### config.mk
export PLATFORM = sky130hd
export DESIGN_NAME = q2e_sqrt
export DESIGN_NICKNAME = d
export VERILOG_FILES = /design/src/rtl/core/q2e_sqrt.sv
export SDC_FILE = /design/constraint.sdc
export NUM_CORES = 1
export LEC_CHECK = 0
export BUFFER_PORTS_ARGS = -buffer_cell sky130_fd_sc_hd__clkbuf_2
export CELL_PAD_IN_SITES_DETAIL_PLACEMENT = 1
export CELL_PAD_IN_SITES_GLOBAL_PLACEMENT = 2
export CORE_MARGIN = 2
export CORE_UTILIZATION = 49
export DETAILED_ROUTE_END_ITERATION = 16
export GPL_TIMING_DRIVEN = 0
export PLACE_DENSITY_LB_ADDON = 0.1
export SLEW_MARGIN = 20
export SYNTH_ARGS = -nofsm -noshare
export SYNTH_HDL_FRONTEND = slang
export SYNTH_SLANG_ARGS = --single-unit
### constraint.sdc
create_clock -name clock -period 7.62 [get_ports clock]
set_input_delay 0.762 -clock clock [delete_from_list [all_inputs] [get_ports clock]]
set_output_delay 0.762 -clock clock [all_outputs]
set_load 0.005 [all_outputs]
### src/rtl/core/q2e_sqrt.sv
// Pipelined integer square root, one result bit per stage.
// No dependencies.
`timescale 1ns / 1ps
`default_nettype none
module q2e_sqrt #(parameter int SideW = 1) (
   input  wire logic clock,
   input  wire logic adv,
   input  wire logic [29:0] rad,
   input  wire logic [SideW-1:0] side_in,
   output logic [14:0] root,
   output logic [SideW-1:0] side_out
);
   logic [29:0] v_ff [0:15];
   logic [29:0] r_ff [0:15];
   logic [SideW-1:0] s_ff [0:15];
   always_ff @(posedge clock) begin
      if (adv) begin
         v_ff[0] <= rad;
         r_ff[0] <= '0;
         s_ff[0] <= side_in;
      end
   end
   for (genvar k = 0; k < 15; k++) begin : g_st
      logic [31:0] bitv;
      logic [31:0] trial;
      assign bitv = 32'd1 << (2 * (14 - k));
      assign trial = {2'd0, r_ff[k]} + bitv;
      always_ff @(posedge clock) begin
         if (adv) begin
            s_ff[k+1] <= s_ff[k];
            if ({2'd0, v_ff[k]} >= trial) begin
               v_ff[k+1] <= v_ff[k] - trial[29:0];
               r_ff[k+1] <= (r_ff[k] >> 1) + bitv[29:0];
            end else begin
               v_ff[k+1] <= v_ff[k];
               r_ff[k+1] <= r_ff[k] >> 1;
            end
         end
      end
   end
   assign root = r_ff[15][14:0];
   assign side_out = s_ff[15];
endmodule
`default_nettype wire

Word level (Yosys, flattened, before mapping)
Memories as Yosys holds them, arrays and structs flattened.
Index checks and enable logic that the tools add are counted.
- add/sub/neg operators: 45
- order comparisons: 15
- muxes and demuxes: 122
- bitwise logic cells: 30
- operators with widths (operator ; number):
    two-way mux 30 bit ; 30
    >= comparator 30 x 31 -> 1 bit ; 15
    subtractor 30 bit ; 15
    two-way mux 1 bit ; 92
    adder 30 x 1 -> 31 bit (second input constant) ; 1
    adder 30 x 11 -> 31 bit (second input constant) ; 1
    adder 30 x 13 -> 31 bit (second input constant) ; 1
    adder 30 x 15 -> 31 bit (second input constant) ; 1
    adder 30 x 17 -> 31 bit (second input constant) ; 1
    adder 30 x 19 -> 31 bit (second input constant) ; 1
    adder 30 x 21 -> 31 bit (second input constant) ; 1
    adder 30 x 23 -> 31 bit (second input constant) ; 1
    adder 30 x 25 -> 31 bit (second input constant) ; 1
    adder 30 x 27 -> 31 bit (second input constant) ; 1
    adder 30 x 29 -> 31 bit (second input constant) ; 1
    adder 30 x 3 -> 31 bit (second input constant) ; 1
    adder 30 x 5 -> 31 bit (second input constant) ; 1
    adder 30 x 7 -> 31 bit (second input constant) ; 1
    adder 30 x 9 -> 31 bit (second input constant) ; 1
    adder 29 x 1 -> 30 bit (second input constant) ; 1
    adder 29 x 11 -> 30 bit (second input constant) ; 1
    adder 29 x 13 -> 30 bit (second input constant) ; 1
    adder 29 x 15 -> 30 bit (second input constant) ; 1
    adder 29 x 17 -> 30 bit (second input constant) ; 1
    other kinds (11) ; 40
- register bits: 0
- RAM bits: 976
- bits of input ports: 33
- word-level logic and storage cells: 215
- memories: 3
- memories (name ; words ; width ; read ports ; clocked after memory_dff ; wr ports ; RTL line ; text):
    r_ff ; 16 ; 30 ; 16 ; 0 ; 16 ; 14 ; logic [29:0] r_ff [0:15];
    v_ff ; 16 ; 30 ; 15 ; 0 ; 16 ; 13 ; logic [29:0] v_ff [0:15];
    s_ff ; 16 ; 1 ; 16 ; 0 ; 16 ; 15 ; logic [SideW-1:0] s_ff [0:15];

Depth between registers and ports, before layout
Gate-level depths: netlist of the first run.
An unclocked memory read counts as a cell.
- depth after elaboration: 7
- depth in mapped cells: 11
- gate-level depth less buffers: 9

Worst setup path after synthesis of the first run
OpenSTA, ideal clock, no wires.
- path kind: input to register
- start: input adv
- end: memory r_ff[14][2] (netlist: r_ff[1][182]), enable pin
- setup time: 0.416 ns
- data arrival time: 2.513 ns
- data required time: 7.204 ns
- setup slack: 4.691 ns
- stages: 3
- path buffers: 3
- cells stage by stage: clkbuf_1 -> clkbuf_1 -> clkbuf_1
- RTL lines (what ; RTL line ; text):
    start, declared ; 7 ; input wire logic adv,
    end, declared ; 14 ;

==> results of run 1 <==
[routing by layer]
| layer | global-route usage | routed length, µm | vias to the layer above |
|---|---|---|---|
| li1 | - | - | 7861 |
| met1 | 0.303 | 28800 | 8362 |
| met2 | 0.398 | 32300 | 217 |
| met3 | 0.0327 | 1610 | 108 |
| met4 | 0.0712 | 1630 | 2 |
| met5 | 0 | 18 | - |
[cells by family after synthesis]
group,count (synthesis)
AOI/OAI and AO/OA,335
xor gates and xnor gates,166
adders and majority gates,132
buffers and inverters,203
DFF,586
muxes,23
and+or+nand+nor,582
[placed cells by master (no fill, tap or decap), types with 52 or more instances in the layout]
| cell type | n |
|---|---|
| sky130_fd_sc_hd__ha_1 | 132 |
| sky130_fd_sc_hd__nor3_1 | 52 |
| sky130_fd_sc_hd__edfxtp_1 | 586 |
| sky130_fd_sc_hd__nor4_1 | 57 |
| sky130_fd_sc_hd__clkbuf_2 | 62 |
| sky130_fd_sc_hd__nand2_1 | 127 |
| sky130_fd_sc_hd__a21oi_1 | 86 |
| sky130_fd_sc_hd__inv_1 | 161 |
| sky130_fd_sc_hd__xnor2_1 | 84 |
| sky130_fd_sc_hd__nor2_1 | 127 |
| sky130_fd_sc_hd__o21ai_0 | 93 |
| sky130_fd_sc_hd__xor2_1 | 82 |
| sky130_fd_sc_hd__clkbuf_16 | 68 |
[synthesized netlist by cell type (30+ instances only)]
cell type	number
sky130_fd_sc_hd__nor2_1	127
sky130_fd_sc_hd__o21a_1	30
sky130_fd_sc_hd__nand2_1	127
sky130_fd_sc_hd__clkbuf_1	30
sky130_fd_sc_hd__xnor2_1	84
sky130_fd_sc_hd__xor2_1	82
sky130_fd_sc_hd__ha_1	132
sky130_fd_sc_hd__nor4_1	57
sky130_fd_sc_hd__o21ai_0	93
sky130_fd_sc_hd__nor3_1	53
sky130_fd_sc_hd__a21oi_1	86
sky130_fd_sc_hd__edfxtp_1	586
sky130_fd_sc_hd__inv_1	161
[state kept, by name (all words and copies together), names as in the netlist]
register and count:
v_ff 450, r_ff 120, s_ff 16
[cell type report]
cell class	instances	area, µm²
Buffer	42	200
Fill cell	5389	24100
Timing Repair Buffer	59	478
Multi-Input combinational cell	1238	8630
Tap cell	704	881
Clock buffer	73	1720
Clock inverter	49	547
Sequential cell	586	17600
Inverter	161	604
[worst register-to-register path: cells and delay by family, from the launching register on]
kind	cells	cell delay [ns]
fa+ha+maj	1	0.41
simple gates	2	0.55
compound gates	4	1.25
buf+inv	2	0.52
flops	1	0.39
[power groups by stage]
stage | logic, mW | registers, mW | clock network [mW]
3_3_place_gp | 1.08 | 4.28 | 0
4_1_cts | 1.16 | 4.23 | 3.38
2_1_floorplan | 0.837 | 4.17 | 0
3_5_place_dp | 1.14 | 4.29 | 0
5_1_grt | 1.29 | 4.26 | 3.50
6_report | 1.15 | 4.22 | 3.31
[path summary, 6_finish.rpt]
path,cells past startpoint,slack [ns],to
max reg2reg,9,4.20,v_ff[1][47]
max,6,3.79,v_ff[0][116]
min reg2reg,0,0.41,s_ff[8]
min,1,0.32,v_ff[0][21]
==> tab_implementation.tex, run 1 <==
\begin{tabular}{lr}
\hline
Metric & Value \\
\hline
\multicolumn{2}{l}{\textbf{Outcome}} \\
Run status & completed \\
\multicolumn{2}{l}{\textbf{Yosys}} \\
Xor and xnor area share after synthesis & 0.0538 \\
Synthesized-area fraction occupied by and/or/nand/nor cells & 0.116 \\
Nets in the synthesized netlist & around 2200 \\
Multiplexer area fraction after synthesis & 0.00936 \\
Register bit count reported by yosys & 586 \\
Fraction of registers with async set/reset & 0 \\
Number of different library cells in the post-synthesis netlist & 78 \\
Dominant cell type by area after synthesis & sky130\_fd\_sc\_hd\_\_edfxtp\_1 \\
Sequential-to-total area share from yosys stat & 0.652 \\
Synth top area share & 0.652 \\
Ys flop type & sky130\_fd\_sc\_hd\_\_edfxtp\_1 \\
Avg Inst Size Synth & $\sim$13 µm² \\
Largest family of logic cells by synthesized area & simple AND/OR/NAND/NOR gates \\
Synth Instances & around 2000 \\
EDFF count, synth & between 500 and 600 \\
Synthesized-area fraction occupied by adder cells & 0.0611 \\
Count of yosys warnings during synthesis & 0 \\
Top area cells in the synthesized netlist & sky130\_fd\_sc\_hd\_\_edfxtp\_1, sky130\_fd\_sc\_hd\_\_ha\_1, sky130\_fd\_sc\_hd\_\_xnor2\_1 \\
Combined area of all synthesized cells & roughly 0.027 mm² \\
Share of the synthesized area in compound gates (AO/OA/AOI/OAI) & 0.0793 \\
\multicolumn{2}{l}{\textbf{Place}} \\
Placed Instance Area & approximately 0.028 mm² \\
Worst setup slack after placement & 2.91 ns \\
Weighted congestion reported at the end of routability-driven placement & 0.822 \\
Post-DP HPWL & 47000 µm \\
IO Port Bufs & 48 \\
Cell Count Post-Placement & 2790 \\
\multicolumn{2}{l}{\textbf{Pwr}} \\
PD cells & 283 mW/mm² \\
Combinational power share & 0.132 \\
Sequential share of power & 0.486 \\
Switching part of the total & 0.262 \\
Leakage power & about 12 nW \\
Relative contribution of the clock network to total power & 0.382 \\
Switching power & approximately 2.3 mW \\
Final Power & between 8 and 9 mW \\
Worst voltage drop across the vdd grid & 0.229 mV \\
Internal power contribution & 6.41 mW \\
\multicolumn{2}{l}{\textbf{Floorplanning}} \\
Placeable core area & 0.0548 mm² \\
Die outline area & 0.0570 mm² \\
Ports & 49 \\
Rows & 86 \\
Floorplan die height & between 200 and 250 µm \\
Starting utilization of the core area & 0.493 \\
Die outline width & 239 µm \\
\multicolumn{2}{l}{\textbf{Setup path}} \\
Crit path capture type & flop \\
Worst flop-to-flop path startpoint & r\_ff[1][14] \\
Library cell contributing the largest single delay on the critical path & sky130\_fd\_sc\_hd\_\_clkbuf\_1 \\
CP cell instances & clkbuf\_4 > clkbuf\_1 > clkbuf\_1 > o21ai\_0 > nor3\_2 > o21ai\_0 \\
Startpoint type of the worst setup path & primary input \\
WS Path Type & in -> reg \\
Count of buffering cells on the critical path with inverters included & 3 \\
Data required time of the worst path & a little under 8 ns \\
Longest individual stage delay on the worst path & 0.72 ns \\
Gate family responsible for the most delay along the worst path & buffers and inverters \\
Max Fanout on Critical Path & 51 \\
Beginning of the critical path & adv \\
Arrival time at the worst endpoint & 4.13 ns \\
\multicolumn{2}{l}{\textbf{Drt}} \\
Count of TritonRoute iterations in the first routing pass & 7 \\
Number of violations reported at the end of detailed-routing iteration 0 & 1014 \\
Remaining antenna violation count & 0 \\
Wirelength per Cell & 22.1 µm \\
Number of vias per cell & 5.68 \\
Detailed-route wire length & between 60000 and 70000 µm \\
DRC Markers & 0 \\
Count of vias placed by the detailed router & between 15000 and 20000 \\
\multicolumn{2}{l}{\textbf{Timing}} \\
Period minus WS final & approximately 3.8 ns \\
Pins Over Slew Limit & 0 \\
Slew at the pin with the worst max-slew slack & 0.915 ns \\
Unrepaired setup endpoints after global routing & no \\
Rel. slew slack & 0.390 \\
Sum of negative setup slack & 0 ns \\
Max Fclk & 0.261 GHz \\
Finish-stage setup viols & 0 \\
Final critical-path share of the clock period & 0.503 \\
Post-route worst setup slack & 3.79 ns \\
Fin. Hold Viols & 0 \\
Worst slack on hold paths & between 0.3 and 0.4 ns \\
Final clock skew & 0.0230 ns \\
\multicolumn{2}{l}{\textbf{Clock network}} \\
Post\_cts resized & 0 \\
Clock network latency to the later pin of the worst-skew pair & 0.61 ns \\
TritonCTS sink count & a little under 600 \\
Total setup buffers inserted after CTS & 0 \\
Post-cts hold buffer count & 0 \\
CTS buffer count & 67 \\
Post-CTS clock slew at the launch and capture registers of the worst setup and hold paths & 0.06 ns \\
\# H-tree levels & 3 \\
Clock tree from TritonCTS & done \\
Cell chosen for the clock root & sky130\_fd\_sc\_hd\_\_clkbuf\_16 \\
Clock buffer depth & 3 \\
\multicolumn{2}{l}{\textbf{Global route}} \\
Total track usage & 0.231 \\
Wire length of the first global-routing pass & 100000 µm \\
Via count of the first global-routing pass & 17463 \\
Initial antenna violation count & 1 \\
Total congestion overflow & 0 \\
Pin count of the biggest net entering global routing & 52 \\
\multicolumn{2}{l}{\textbf{Finish}} \\
Layout overhead on the synthesized area & 13.5\% \\
Finished Layout Cells & 2912 \\
Fraction of layout instances using a drive strength above 1 & 0.102 \\
Final design utilization & 0.560 \\
Final non-filler cell area & 0.0307 mm² \\
Number of nets in the finished design & 2320 \\
Inserted Diodes & 0 \\
\multicolumn{2}{l}{\textbf{Min path}} \\
Hold path startpoint & rad[21] \\
Hold crit path type & in -> reg \\
\multicolumn{2}{l}{\textbf{Run}} \\
Count of maximum capacitance violations & 0 \\
\hline
\end{tabular}
Power figures use the tool's default switching activity.
==> run 2, diff against run 1 <==
- ABC_AREA: not set -> 1
- CORE_UTILIZATION: 49 -> 37
- clock period: 7.62 -> 3.2 ns (I/O delays scaled with it)
==> run 2 against run 1 <==
- first-iteration DRC count fell by 3.6%
- synthesized cell count rose by 73%
- largest cell class unchanged
- global-route usage fell by 1.3 points
==> tab_implementation.tex, run 2 <==
\begin{tabular}{lr}
\hline
Metric & Value \\
\hline
\multicolumn{2}{l}{\textbf{Finish}} \\
Fraction of layout instances using a drive strength above 1 & 0.0716 (-0.0303) \\
Inserted Diodes & 0 (unchanged) \\
Area taken by multi-input logic gates & 0.0116 mm² (+35\%) \\
Number of nets in the finished design & 3830 (+65\%) \\
Sequential Area & 0.0176 mm² (unchanged) \\
Most frequent cells in the layout & sky130\_fd\_sc\_hd\_\_nand2\_1, sky130\_fd\_sc\_hd\_\_edfxtp\_1, sky130\_fd\_sc\_hd\_\_inv\_1 \\
Final design utilization & 0.426 (-0.134) \\
Largest reg by FF count & v\_ff \\
Flip-flop count of the largest register after layout & 450 (unchanged) \\
Leading cell type in the layout, fill and taps excluded & sky130\_fd\_sc\_hd\_\_nand2\_1 \\
Finished Layout Cells & 4861 (+67\%) \\
Registers with the most flip-flops & v\_ff: 450 flops, r\_ff: 120 flops, s\_ff: 16 flops \\
Fill cell instance count of the final layout & 9858 (+83\%) \\
Layout overhead on the synthesized area & 14.5\% \\
\multicolumn{2}{l}{\textbf{Global route}} \\
Initial antenna violation count & 0 (-1) \\
Pin count of the biggest net entering global routing & 45 (-13\%) \\
Total track usage & 0.218 (-0.0126) \\
Wire length of the first global-routing pass & 145000 µm (+45\%) \\
Total congestion overflow & 0 (unchanged) \\
Via count of the first global-routing pass & 25132 (+44\%) \\
\multicolumn{2}{l}{\textbf{Setup path}} \\
WS Path Type & in -> reg \\
Longest individual stage delay on the worst path & 0.79 ns (+0.07 ns) \\
Worst flop-to-flop path startpoint & r\_ff[1][133] \\
Count of buffering cells on the critical path with inverters included & 5 (+2) \\
Max Fanout on Critical Path & 32 (-37\%) \\
Beginning of the critical path & adv \\
Data required time of the worst path & 3.54 ns (-4.38 ns) \\
CP cell instances & clkbuf\_4 > buf\_12 > clkbuf\_1 > buf\_2 > nand4\_1 > nand2\_1 > inv\_1 \\
Crit path capture type & flop \\
Gate family responsible for the most delay along the worst path & buffers and inverters \\
Arrival time at the worst endpoint & 3.02 ns (-1.11 ns) \\
Startpoint type of the worst setup path & primary input \\
Library cell contributing the largest single delay on the critical path & sky130\_fd\_sc\_hd\_\_clkbuf\_1 \\
\multicolumn{2}{l}{\textbf{Drt}} \\
Number of violations reported at the end of detailed-routing iteration 0 & 977 (-3.6\%) \\
Count of TritonRoute iterations in the first routing pass & 4 (-3) \\
Number of vias per cell & 4.84 (-15\%) \\
DRC Markers & 0 (unchanged) \\
Remaining antenna violation count & 0 (unchanged) \\
Detailed-route wire length & 94100 µm (+46\%) \\
Wirelength per Cell & 19.4 µm (-12\%) \\
Count of vias placed by the detailed router & 23530 (+42\%) \\
\multicolumn{2}{l}{\textbf{Yosys}} \\
Dominant cell type by area after synthesis & sky130\_fd\_sc\_hd\_\_edfxtp\_1 \\
Combined area of all synthesized cells & 0.0316 mm² (+17\%) \\
Synth top area share & 0.557 (-0.0946) \\
Register bit count reported by yosys & 586 (unchanged) \\
Nets in the synthesized netlist & 3669 (+67\%) \\
Fraction of registers with async set/reset & 0 (unchanged) \\
Count of yosys warnings during synthesis & 0 (unchanged) \\
Synth Instances & 3504 (+73\%) \\
Number of different library cells in the post-synthesis netlist & 50 (-36\%) \\
Ys flop type & sky130\_fd\_sc\_hd\_\_edfxtp\_1 \\
List of most frequent post-synthesis cells & sky130\_fd\_sc\_hd\_\_nand2\_1, sky130\_fd\_sc\_hd\_\_edfxtp\_1, sky130\_fd\_sc\_hd\_\_inv\_1, sky130\_fd\_sc\_hd\_\_nor2\_1, sky130\_fd\_sc\_hd\_\_nand3\_1 \\
Top area cells in the synthesized netlist & sky130\_fd\_sc\_hd\_\_edfxtp\_1, sky130\_fd\_sc\_hd\_\_nand2\_1, sky130\_fd\_sc\_hd\_\_inv\_1 \\
Sequential-to-total area share from yosys stat & 0.557 (-0.0946) \\
EDFF count, synth & 586 (unchanged) \\
Dominant cell by count in the synthesized netlist & sky130\_fd\_sc\_hd\_\_nand2\_1 \\
Avg Inst Size Synth & 9.02 µm² (-32\%) \\
\multicolumn{2}{l}{\textbf{Clock network}} \\
Clock tree from TritonCTS & done \\
CTS buffer count & 68 (+1.5\%) \\
\# H-tree levels & 3 (unchanged) \\
Clock buffer depth & 3 (unchanged) \\
Post-CTS clock slew at the launch and capture registers of the worst setup and hold paths & 0.06 ns (about the same) \\
TritonCTS sink count & 586 (unchanged) \\
Clock network latency to the later pin of the worst-skew pair & 0.63 ns (+0.02 ns) \\
Cell chosen for the clock root & sky130\_fd\_sc\_hd\_\_clkbuf\_16 \\
\multicolumn{2}{l}{\textbf{Floorplanning}} \\
Placeable core area & 0.0849 mm² (+55\%) \\
Starting utilization of the core area & 0.372 (-0.121) \\
Rows & 107 (+24\%) \\
Die outline area & 0.0877 mm² (+54\%) \\
Floorplan die height & 296 µm (+24\%) \\
Ports & 49 (unchanged) \\
Die outline width & 296 µm (+24\%) \\
\multicolumn{2}{l}{\textbf{Timing}} \\
Rel. slew slack & 0.314 (-0.0762) \\
Max Fclk & 0.374 GHz \\
Period minus WS final & 2.67 ns \\
Fin. Hold Viols & 0 (unchanged) \\
Finish-stage setup viols & 0 (unchanged) \\
Slew at the pin with the worst max-slew slack & 1.03 ns (+0.114 ns) \\
Unrepaired setup endpoints after global routing & no \\
Worst slack on hold paths & 0.274 ns (-0.0496 ns) \\
Pins Over Slew Limit & 0 (unchanged) \\
Final clock skew & 0.0509 ns (+0.0279 ns) \\
Final critical-path share of the clock period & 0.835 \\
Sum of negative setup slack & 0 ns (unchanged) \\
\multicolumn{2}{l}{\textbf{Min path}} \\
Hold crit path type & in -> reg \\
Hold path startpoint & adv \\
\multicolumn{2}{l}{\textbf{Place}} \\
Weighted congestion reported at the end of routability-driven placement & 0.897 (+9.2\%) \\
Cell Count Post-Placement & 4708 (+69\%) \\
Post-DP HPWL & 76800 µm (+63\%) \\
IO Port Bufs & 48 (unchanged) \\
\multicolumn{2}{l}{\textbf{Pwr}} \\
Final Power & 22.1 mW (+150\%) \\
Leakage power & 16.1 nW (+39\%) \\
Worst voltage drop across the vdd grid & 0.540 mV (+140\%) \\
PD cells & 612 mW/mm² (+120\%) \\
\multicolumn{2}{l}{\textbf{Run}} \\
Count of maximum capacitance violations & 0 (unchanged) \\
\multicolumn{2}{l}{\textbf{Outcome}} \\
Run status & completed \\
\hline
\end{tabular}
## run 2: kinds of logic after synthesis
kind of cell,count (synthesis),synth area share
and+or+nand+nor,1910,0.258
AOI/OAI and AO/OA,171,0.0305
buffers and inverters,607,0.0755
xor gates and xnor gates,98,0.0272
adders and majority gates,132,0.0523
DFF,586,0.557
## run 2: layer usage
| metal | GRT usage | share of wire | vias up |
|---|---|---|---|
| met5 | 0 | 0 | - |
| met4 | 0.0606 | 0.025 | 0 |
| met3 | 0.0233 | 0.021 | 128 |
| met2 | 0.430 | 0.55 | 255 |
| met1 | 0.244 | 0.41 | 11374 |
| li1 | - | - | 11773 |
## run 2: cell type report
| type | instances | area share |
|---|---|---|
| well taps | 1144 | 0.0396 |
| plain buffers | 40 | 0.00765 |
| flip-flops and latches | 586 | 0.487 |
| multi-input cells | 2311 | 0.321 |
| inverters | 567 | 0.0589 |
| clock buffers | 83 | 0.0486 |
| repair buffers | 91 | 0.0230 |
| clock inverters | 39 | 0.0146 |
## run 2: worst reg2reg max path: cells and delay by family (launching register included)
family,cells,cell delay [ns]
fa+ha+maj,1,0.38
flops,1,0.40
buf+inv,3,0.26
simple gates,8,1.29
## run 2: path summary, 6_finish.rpt
check,slack (ns),cells past startpoint,to
min,0.27,1,s_ff[0]
max reg2reg,0.54,12,v_ff[1][167]
min reg2reg,0.40,0,v_ff[0][225]
max,0.53,7,v_ff[1][176]
## run 2: where the power goes
part           switching, mW  internal, mW
clock                   3.32          4.51
sequential             0.656          9.45
combinational           2.87          1.35
## run 2: stage by stage
step | worst slack (ns) | instance area, µm²
final | 0.527 | 36200
after CTS | 0.395 | 36200
after global placement | -1.26 | 33300
after global routing | 0.346 | 36200
after detailed placement | -0.251 | 33600
after floorplan | 1.05 | 31600
## run 2: timing repair
| item | 4_1_cts | 5_1_grt |
|---|---|---|
| hold endpoints to repair | 31 | 0 |
| buffers inserted | 0 | 0 |
| gates resized for setup | 0 | 0 |
| hold buffers | 31 | 0 |
==> run 3, diff against run 2 <==
- clock period: 3.2 -> 2.3 ns (I/O delays scaled with it)
==> run 3 against run 2 <==
- utilization increased by 2.8 points
- combinational power increased by 62%
- setup slack got worse by 0.51 ns
- clock skew about the same
- sequential cell count unchanged
- sequential power increased by 40%
- register-to-register slack got worse by 0.53 ns
- non-clock buffer count increased by 101
- final area increased by 6.5%
- first-iteration DRC count increased by 8.6%
- sequential share of layout area decreased by 3.0 points
- die area unchanged
- largest cell class unchanged
- largest power group unchanged
- highest routed layer unchanged
==> tab_implementation.tex, run 3 (synthesis results as in run 2) <==
\begin{tabular}{lr}
\hline
Metric & Value \\
\hline
\multicolumn{2}{l}{\textbf{Outcome}} \\
Run status & completed \\
\multicolumn{2}{l}{\textbf{Drt}} \\
Number of vias per cell & 4.87 (+0.65\%) \\
Detailed-route wire length & 96700 µm (+2.7\%) \\
Wirelength per Cell & 19.5 µm (+0.65\%) \\
Number of violations reported at the end of detailed-routing iteration 0 & 1061 (+8.6\%) \\
Count of vias placed by the detailed router & 24174 (+2.7\%) \\
Count of TritonRoute iterations in the first routing pass & 5 (+1) \\
Remaining antenna violation count & 0 (unchanged) \\
DRC Markers & 0 (unchanged) \\
\multicolumn{2}{l}{\textbf{Finish}} \\
Number of nets in the finished design & 3931 (+2.6\%) \\
Inserted Diodes & 0 (unchanged) \\
Registers with the most flip-flops & v\_ff: 450 flops, r\_ff: 120 flops, s\_ff: 16 flops \\
Final design utilization & 0.454 (+0.0276) \\
Area taken by multi-input logic gates & 0.0131 mm² (+13\%) \\
Most frequent cells in the layout & sky130\_fd\_sc\_hd\_\_nand2\_1, sky130\_fd\_sc\_hd\_\_edfxtp\_1, sky130\_fd\_sc\_hd\_\_inv\_1 \\
Largest reg by FF count & v\_ff \\
Fill cell instance count of the final layout & 9716 (-1.4\%) \\
Sequential Area & 0.0176 mm² (unchanged) \\
Flip-flop count of the largest register after layout & 450 (unchanged) \\
Final non-filler cell area & 0.0385 mm² (+6.5\%) \\
Leading cell type in the layout, fill and taps excluded & sky130\_fd\_sc\_hd\_\_nand2\_1 \\
Layout overhead on the synthesized area & 21.9\% \\
Fraction of layout instances using a drive strength above 1 & 0.163 (+0.0919) \\
Finished Layout Cells & 4962 (+2.1\%) \\
\multicolumn{2}{l}{\textbf{Timing}} \\
Post-route worst setup slack & 0.0132 ns (-0.513 ns) \\
Period minus WS final & 2.29 ns \\
Sum of negative setup slack & 0 ns (unchanged) \\
Final clock skew & 0.0510 ns (+0.0000904 ns) \\
Max Fclk & 0.437 GHz \\
Unrepaired setup endpoints after global routing & yes \\
Slew at the pin with the worst max-slew slack & 1.01 ns (-0.0176 ns) \\
Pins Over Slew Limit & 0 (unchanged) \\
Fin. Hold Viols & 0 (unchanged) \\
Final critical-path share of the clock period & 0.994 \\
Finish-stage setup viols & 0 (unchanged) \\
Rel. slew slack & 0.325 (+0.0117) \\
\multicolumn{2}{l}{\textbf{Setup path}} \\
Data required time of the worst path & 2.66 ns (-0.88 ns) \\
WS Path Type & reg -> reg \\
Startpoint type of the worst setup path & flop \\
Arrival time at the worst endpoint & 2.64 ns (-0.38 ns) \\
Register-to-register setup slack & 0.01 ns (-0.53 ns) \\
Crit path capture type & flop \\
Max Fanout on Critical Path & 5 (-84\%) \\
\multicolumn{2}{l}{\textbf{Clock network}} \\
Clock buffer depth & 3 (unchanged) \\
\# H-tree levels & 3 (unchanged) \\
Post-CTS clock slew at the launch and capture registers of the worst setup and hold paths & 0.06 ns (about the same) \\
TritonCTS sink count & 586 (unchanged) \\
Clock tree from TritonCTS & done \\
CTS buffer count & 68 (unchanged) \\
Clock network latency to the later pin of the worst-skew pair & 0.64 ns (about the same) \\
Cell chosen for the clock root & sky130\_fd\_sc\_hd\_\_clkbuf\_16 \\
\multicolumn{2}{l}{\textbf{Floorplanning}} \\
Starting utilization of the core area & 0.372 (unchanged) \\
Ports & 49 (unchanged) \\
Die outline width & 296 µm (unchanged) \\
Rows & 107 (unchanged) \\
Die outline area & 0.0877 mm² (unchanged) \\
Floorplan die height & 296 µm (unchanged) \\
Placeable core area & 0.0849 mm² (unchanged) \\
\multicolumn{2}{l}{\textbf{Place}} \\
Cell Count Post-Placement & 4708 (unchanged) \\
Post-DP HPWL & 76800 µm (unchanged) \\
Placed Instance Area & 0.0336 mm² (unchanged) \\
Worst setup slack after placement & -1.06 ns (-0.810 ns) \\
IO Port Bufs & 48 (unchanged) \\
Weighted congestion reported at the end of routability-driven placement & 0.897 (unchanged) \\
\multicolumn{2}{l}{\textbf{Pwr}} \\
PD cells & 827 mW/mm² (+35\%) \\
Leakage power & 16.7 nW (+4.0\%) \\
Worst voltage drop across the vdd grid & 0.753 mV (+39\%) \\
\multicolumn{2}{l}{\textbf{Min path}} \\
Hold crit path type & in -> reg \\
\multicolumn{2}{l}{\textbf{Global route}} \\
Pin count of the biggest net entering global routing & 45 (unchanged) \\
Initial antenna violation count & 0 (unchanged) \\
Via count of the first global-routing pass & 25566 (+1.7\%) \\
Wire length of the first global-routing pass & 147000 µm (+1.3\%) \\
Total congestion overflow & 0 (unchanged) \\
Total track usage & 0.221 (+0.00255) \\
\multicolumn{2}{l}{\textbf{Run}} \\
Count of maximum capacitance violations & 0 (unchanged) \\
\hline
\end{tabular}
run 3: cell types whose count changed in the layout (fill, tap and decap cells not counted), moves of 18 or more:
| cell | previous run | this run |
|---|---|---|
| sky130_fd_sc_hd__a21oi_1 | 85 | 66 |
| sky130_fd_sc_hd__inv_2 | 7 | 25 |
| sky130_fd_sc_hd__ha_4 | 0 | 50 |
| sky130_fd_sc_hd__nor2_4 | 2 | 22 |
| sky130_fd_sc_hd__ha_1 | 132 | 71 |
| sky130_fd_sc_hd__nor2_1 | 363 | 318 |
| sky130_fd_sc_hd__buf_4 | 3 | 100 |
| sky130_fd_sc_hd__inv_1 | 560 | 538 |
| sky130_fd_sc_hd__nand2_2 | 10 | 73 |
| sky130_fd_sc_hd__nand2_1 | 1069 | 993 |
| sky130_fd_sc_hd__nor2_2 | 16 | 41 |
run 3: timing repair:
action,CTS,global route
hold endpoints to repair,31,0
buffers inserted,46,53
hold buffers,31,0
setup endpoints to repair,214,176
pin swaps,16,45
cloned,2,2
resized for setup,133,227
run 3: worst max-delay path: stages, from the launching register on:
cell	delay (ns)
sky130_fd_sc_hd__edfxtp_1	0.50
sky130_fd_sc_hd__inv_2	0.08
sky130_fd_sc_hd__ha_4	0.32
sky130_fd_sc_hd__nand2_4	0.08
sky130_fd_sc_hd__nor2_4	0.14
sky130_fd_sc_hd__nand2_2	0.09
sky130_fd_sc_hd__nor2_4	0.15
sky130_fd_sc_hd__nand2_4	0.06
sky130_fd_sc_hd__nand3_4	0.13
sky130_fd_sc_hd__nor2_4	0.07
sky130_fd_sc_hd__buf_6	0.13
sky130_fd_sc_hd__buf_8	0.13
sky130_fd_sc_hd__nand2_2	0.06
sky130_fd_sc_hd__o21ai_2	0.06
run 3: worst paths after layout:
| path | start | to | cells after the start |
|---|---|---|---|
| hold / removal | adv | s_ff[0] | 1 |
| hold reg to reg | v_ff[0][195] | v_ff[0][225] | 0 |
| setup / recovery | r_ff[1][163] | v_ff[1][192] | 13 |
| setup reg to reg | r_ff[1][163] | v_ff[1][192] | 13 |
run 3: where the power goes:
group | leakage, nW | switching, mW | internal, mW | total [mW]
clock network | 1.09 | 4.63 | 6.27 | 10.9
registers | 5.61 | 0.979 | 13.1 | 14.1
logic | 10.0 | 4.36 | 2.47 | 6.83
total | 16.7 | 9.97 | 21.9 | 31.9
run 3: routing by layer:
layer,share of wire,wire (µm),up-vias,track usage
met2,0.55,52800,302,0.434
met3,0.022,2100,147,0.0235
met1,0.40,38800,11747,0.247
li1,-,-,11978,-
met4,0.030,2940,0,0.0661
met5,0,0,-,0
run 3: metrics by stage:
step	total power, mW	hold WS [ns]
after detailed placement	20.2	0.406
after global routing	33.5	0.194
after CTS	31.7	0.184
after floorplan	17.8	0.329
final	31.9	0.182
after global placement	20.0	0.401
run 3: cell type report:
cell class	count	area share
sequential	586	0.457
multi-input combinational	2311	0.340
inverter	567	0.0555
clock buffer	83	0.0457
timing repair buffer	194	0.0432
tap	1144	0.0372
clock inverter	39	0.0137
buffer	38	0.00780
